### config.mk
export PLATFORM = sky130hd
export DESIGN_NAME = bfe_ctrl
export DESIGN_NICKNAME = d
export VERILOG_FILES = /design/src/hw/rtl/bfe_pkg.sv /design/src/hw/rtl/bfe_ctrl.sv
export SDC_FILE = /design/constraint.sdc
export NUM_CORES = 1
export LEC_CHECK = 0
export ABC_AREA = 1
export BUFFER_PORTS_ARGS = -buffer_cell sky130_fd_sc_hd__clkbuf_2
export CAP_MARGIN = 5
export CORE_MARGIN = 2
export CORE_UTILIZATION = 40
export DETAILED_ROUTE_END_ITERATION = 16
export SLEW_MARGIN = 20
export SYNTH_ARGS = -nofsm -noshare
export SYNTH_HDL_FRONTEND = slang
export SYNTH_SLANG_ARGS = --single-unit
### constraint.sdc
create_clock -name clk -period 1.9 [get_ports clk]
set_input_delay 0.38 -clock clk [delete_from_list [all_inputs] [get_ports clk]]
set_output_delay 0.38 -clock clk [all_outputs]
set_load 0.02 [all_outputs]
### src/hw/rtl/bfe_pkg.sv
package bfe_pkg;

	localparam int HASH_W    = 32;
	localparam int FB_W      = 13;
	localparam int HC_W      = 6;
	localparam int ROT       = 17;
	localparam int MOD_STEP  = 4;
	localparam int MOD_CYCLES = HASH_W / MOD_STEP;
	localparam int MOD_CNT_W = $clog2(MOD_CYCLES);

	localparam logic FUNC_INSERT = 1'b0;
	localparam logic FUNC_QUERY  = 1'b1;

	localparam logic REG_FILTER_BYTES = 1'b0;
	localparam logic REG_HASH_COUNT   = 1'b1;

	localparam logic [FB_W-1:0] FB_RESET = 13'd4096;
	localparam logic [HC_W-1:0] HC_RESET = 6'd4;

	typedef struct packed {
		logic load;
		logic mod_start;
		logic mem_rd;
		logic mem_wr;
		logic clr_wr;
		logic hash_adv;
		logic res_load;
		logic res_found;
	} cmd_t;

	typedef struct packed {
		logic mod_busy;
		logic bit_set;
		logic clr_last;
		logic func;
	} status_t;

endpackage

### src/hw/rtl/bfe_ctrl.sv
module bfe_ctrl #(
	parameter int MAX_HASHES = 32
) (
	input  logic                                clk,
	input  logic                                arst_n,
	input  logic                                item_valid,
	output logic                                item_ready,
	output logic                                result_valid,
	input  logic                                result_ready,
	input  logic [$clog2(MAX_HASHES+1)-1:0]     eff_hashes,
	input  bfe_pkg::status_t                    status,
	output bfe_pkg::cmd_t                       cmd
);
	import bfe_pkg::*;

	localparam int HW = $clog2(MAX_HASHES + 1);

	localparam logic [2:0] ST_CLEAR = 3'd0;
	localparam logic [2:0] ST_IDLE  = 3'd1;
	localparam logic [2:0] ST_MOD   = 3'd2;
	localparam logic [2:0] ST_CHK   = 3'd3;
	localparam logic [2:0] ST_DONE  = 3'd4;

	logic [2:0]    state_q, state_d;
	logic [HW-1:0] cnt_q, cnt_d;
	logic          found_q, found_d;
	logic          result_valid_q;
	logic [HW-1:0] cnt_inc;

	assign cnt_inc    = cnt_q + 1'b1;
	assign item_ready = (state_q == ST_IDLE);

	always_comb begin
		state_d = state_q;
		cnt_d   = cnt_q;
		found_d = found_q;
		cmd     = '0;
		unique case (state_q)
			ST_CLEAR: begin
				cmd.clr_wr = 1'b1;
				if (status.clr_last) begin
					state_d = ST_IDLE;
				end
			end
			ST_IDLE: begin
				if (item_valid) begin
					cmd.load = 1'b1;
					cnt_d    = '0;
					found_d  = 1'b1;
					if (eff_hashes == '0) begin
						state_d = ST_DONE;
					end else begin
						cmd.mod_start = 1'b1;
						state_d       = ST_MOD;
					end
				end
			end
			ST_MOD: begin
				if (!status.mod_busy) begin
					cmd.mem_rd = 1'b1;
					state_d    = ST_CHK;
				end
			end
			ST_CHK: begin
				if (status.func == FUNC_INSERT) begin
					cmd.mem_wr = 1'b1;
				end
				if ((status.func == FUNC_QUERY) && !status.bit_set) begin
					found_d = 1'b0;
					state_d = ST_DONE;
				end else if (cnt_inc == eff_hashes) begin
					state_d = ST_DONE;
				end else begin
					cmd.hash_adv  = 1'b1;
					cmd.mod_start = 1'b1;
					cnt_d         = cnt_inc;
					state_d       = ST_MOD;
				end
			end
			ST_DONE: begin
				if (!result_valid_q || result_ready) begin
					cmd.res_load  = 1'b1;
					cmd.res_found = found_q;
					state_d       = ST_IDLE;
				end
			end
			default: begin
				state_d = ST_IDLE;
			end
		endcase
	end

	always_ff @(posedge clk or negedge arst_n) begin
		if (!arst_n) begin
			state_q        <= ST_CLEAR;
			cnt_q          <= '0;
			found_q        <= 1'b1;
			result_valid_q <= 1'b0;
		end else begin
			state_q <= state_d;
			cnt_q   <= cnt_d;
			found_q <= found_d;
			if (cmd.res_load) begin
				result_valid_q <= 1'b1;
			end else if (result_ready) begin
				result_valid_q <= 1'b0;
			end
		end
	end

	assign result_valid = result_valid_q;

	a_probe_in_range: assert property (@(posedge clk) disable iff (!arst_n)
		(state_q == ST_MOD) |-> (cnt_q < eff_hashes))
		else $error("probe index past probe count");

	a_mod_starts: assert property (@(posedge clk) disable iff (!arst_n)
		cmd.mod_start |=> status.mod_busy)
		else $error("modulo unit did not start");

	a_write_on_insert: assert property (@(posedge clk) disable iff (!arst_n)
		cmd.mem_wr |-> (status.func == FUNC_INSERT))
		else $error("store written during a query");

	a_no_accept_in_clear: assert property (@(posedge clk) disable iff (!arst_n)
		(state_q == ST_CLEAR) |=> !result_valid_q)
		else $error("result raised during clearing pass");

endmodule

==> flow_summary.yaml <==
status:
  status: "finished, violations left"
  violations: "negative setup slack"
yosys:
  yosysSeqAreaShare: 0.2939
  synth_cells: 153
  async_flop_share: 1.000
  avgSynthCellArea_um2: 6.150
  netlist_area_um2: 940.9
  ys_warn_count: 0
  ys_seq_elements: 11
  yosysUniqueCellTypes: 21
  syn_nets: 168
  synthFlopType: "dfrtp_1"
  synth_edf_count: 0
power:
  leakage_nw: 0.7427
  vdd_drop_max_mv: 0.6896
  p_per_area_nw_per_um2: 1189
floorplan:
  io_pins: 24
  placementRows: 17
  core_area_um2: 2212
  die_area_um2: 2756
  die_h_um: 52.50
  die_w_um: 52.50
  initial_core_util: 0.4253
setup_path:
  path_cells: "ha_4 > inv_2 > nand2_1 > nand2_1 > nor2_2 > nand3_2 > nor2_4 > nand3_2 > nand3_4 > nand2_4 > buf_8"
  cp_max_fo: 4
  critPathBufInv: 2
  crit_path_end_kind: "output pin"
  required_ps: 1520
  cp_slowest_cell: "dfrtp_1"
  crit_type: "reg2out"
  cp_top_family: "simple AND/OR/NAND/NOR gates"
  startpoint_type: "register"
  slowest_delay_ps: 420
  arrival_ps: 1820
timing:
  worst_slack_ps: -296.9
  setup_viol: 3
  hold_violations: 0
  fin_skew_ps: 3.646
  slew_violations: 0
  max_slew_margin: 0.8244
  fin_crit_ps: 2197
  period_share: 1.156
  max_freq_mhz: 455.2
  tns_ps: -797.5
  tightestPinTransition_ps: 263.4
  rsz0062_at_grt: "yes"
  whs_ps: 394.4
global_route:
  grt_pass1_wl_um: 3912
  overflow: 0
  grt_pass1_vias: 908
  grt_max_degree: 12
  track_usage: 0.1927
  antenna_found_initial: 0
worst_hold_path:
  hp-class: "in2reg"
clock_tree:
  numClockSinks: 11
  cts_max_path_buffers: 2
  cts_tree: "built"
  root_buffer: "clkbuf_4"
  cts_max_level: 1
  clk_latency_ps: 260
  cts_buffers: 3
  cts.reportedPaths.clkPinSlew_ps: 60
placement:
  place_hpwl_um: 1848
  numPortBuffers: 23
  place_congestion: 0.8267
  post-place-ws_ps: -60.15
layout:
  diodes: 0
  drive_gt1_frac: 0.3608
  nNetsFinal: 210
  area_growth_pct: 42.02
  post-route-util: 0.6041
routing:
  avgRoutedWirePerCell_um: 11.69
  drt_wl_total_um: 2595
  routed_via_density: 4.887
  drt_iter0_drc: 20
  dr.pass1.iters: 4
  vias: 1085
  drc: 0
  postRouteAntennaNets: 0
run:
  cap_viol_max_count: 0
[state kept, by name (all words and copies together) (netlist names)]
signal,count
cnt_q,6
found_q,1
result_valid,1
state_q,3
[cell usage after synthesis, types with 2 or more instances]
library cell  count  area, um2
nor3_1            2      10.01
o21ai_0           3      15.01
nand2_1          46      172.7
nor4_1            2      12.51
inv_1            32      120.1
buf_4             2      15.01
nand3_2           4      40.04
dfrtp_1          10      250.2
nand4_1           5      31.28
nor2_1           14      52.55
nor2_2            2      12.51
nand3_1          22      110.1
[per-layer routing]
layer  share of wire  GRT usage  wire length [um]
met1            0.46     0.2661              1193
met2            0.49     0.2958              1273
met3           0.022    0.01143                56
met4           0.027     0.1111                71
met5               0          0                 0
[cells by family after synthesis]
| logic type | share of synthesized area |
|---|---|
| simple gates | 0.5067 |
| buf+inv | 0.1543 |
| flops | 0.2939 |
| compound gates | 0.03192 |
| fa+ha+maj | 0.01330 |
[placed cells by master (no fill, tap or decap), types with 2 or more instances in the layout]
master | synthesis | layout
nor2_1 | 14 | 11
nand2_1 | 46 | 42
nand2_2 | 1 | 4
buf_8 | 0 | 2
nor2_4 | 1 | 3
inv_2 | 1 | 2
clkbuf_4 | 0 | 3
nor3_1 | 2 | 2
nand3_1 | 22 | 19
inv_1 | 32 | 30
nor2_2 | 2 | 3
inv_4 | 1 | 2
nand4_1 | 5 | 5
nor4_1 | 2 | 2
nand3_2 | 4 | 6
buf_4 | 2 | 14
dfrtp_1 | 10 | 8
o21ai_0 | 3 | 2
dfrtp_2 | 0 | 2
nand3_4 | 1 | 2
clkbuf_2 | 0 | 21
[path summary, 6_finish.rpt]
path / cells after the start / end / startpoint / slack (ps)
worst max register to register: 17 / state_q[2]$_DFFE_PN0P_ / cnt_q[1]$_DFFE_PN0P_ / -230
worst min-delay path: 4 / result_valid$_DFFE_PN0P_ / result_ready / 390
worst min register to register: 2 / found_q$_DFFE_PN1P_ / found_q$_DFFE_PN1P_ / 520
max in group asynchronous: 2 / found_q$_DFFE_PN1P_ / arst_n / 1110
min in group asynchronous: 2 / result_valid$_DFFE_PN0P_ / arst_n / 520
worst max-delay path: 11 / cmd[6] / cnt_q[0]$_DFFE_PN0P_ / -300
[metrics by stage]
step,cell area (um2),power (mW),instances
global route,1336,1.720,222
global placement,1136,1.118,210
floorplan,940.9,0.8834,153
detailed placement,1136,1.131,210
finish,1336,1.588,222
CTS,1242,1.423,220
[area by class of cell]
cell class	instances	area, um2
Sequential cell	11	279.0
Inverter	34	132.6
Clock buffer	4	26.28
Fill cell	238	875.8
Multi-Input combinational cell	106	601.8
Timing Repair Buffer	39	261.5
Tap cell	28	35.03
[worst register-to-register path, cell delays in order, from the launching register on]
cell and delay, ps:
dfrtp_1 410, buf_4 170, nand2_2 80, nor2_4 50
nand2_1 50, nand2_1 60, nor2_2 130, nor2_4 60
buf_4 130, buf_4 120, buf_4 130, buf_4 120
buf_4 120, buf_4 120, nand3_2 60, nand3_1 80
nand2_1 70, nand2_1 60
[report_power, final]
| part | total (mW) | switching (mW) | internal (mW) |
|---|---|---|---|
| Clock | 0.149 | 0.0684 | 0.0810 |
| Combinational | 1.04 | 0.583 | 0.459 |
| Sequential | 0.397 | 0.0823 | 0.314 |
[repair_timing]
action,4_1_cts,5_1_grt
endpoints found under the hold margin,10,0
gates resized for setup,8,22
setup buffers,5,2
endpoints found under the setup margin,2,9
hold buffers,1,0
pin swaps,6,9
No activity file was read; power rests on OpenSTA's default activity.
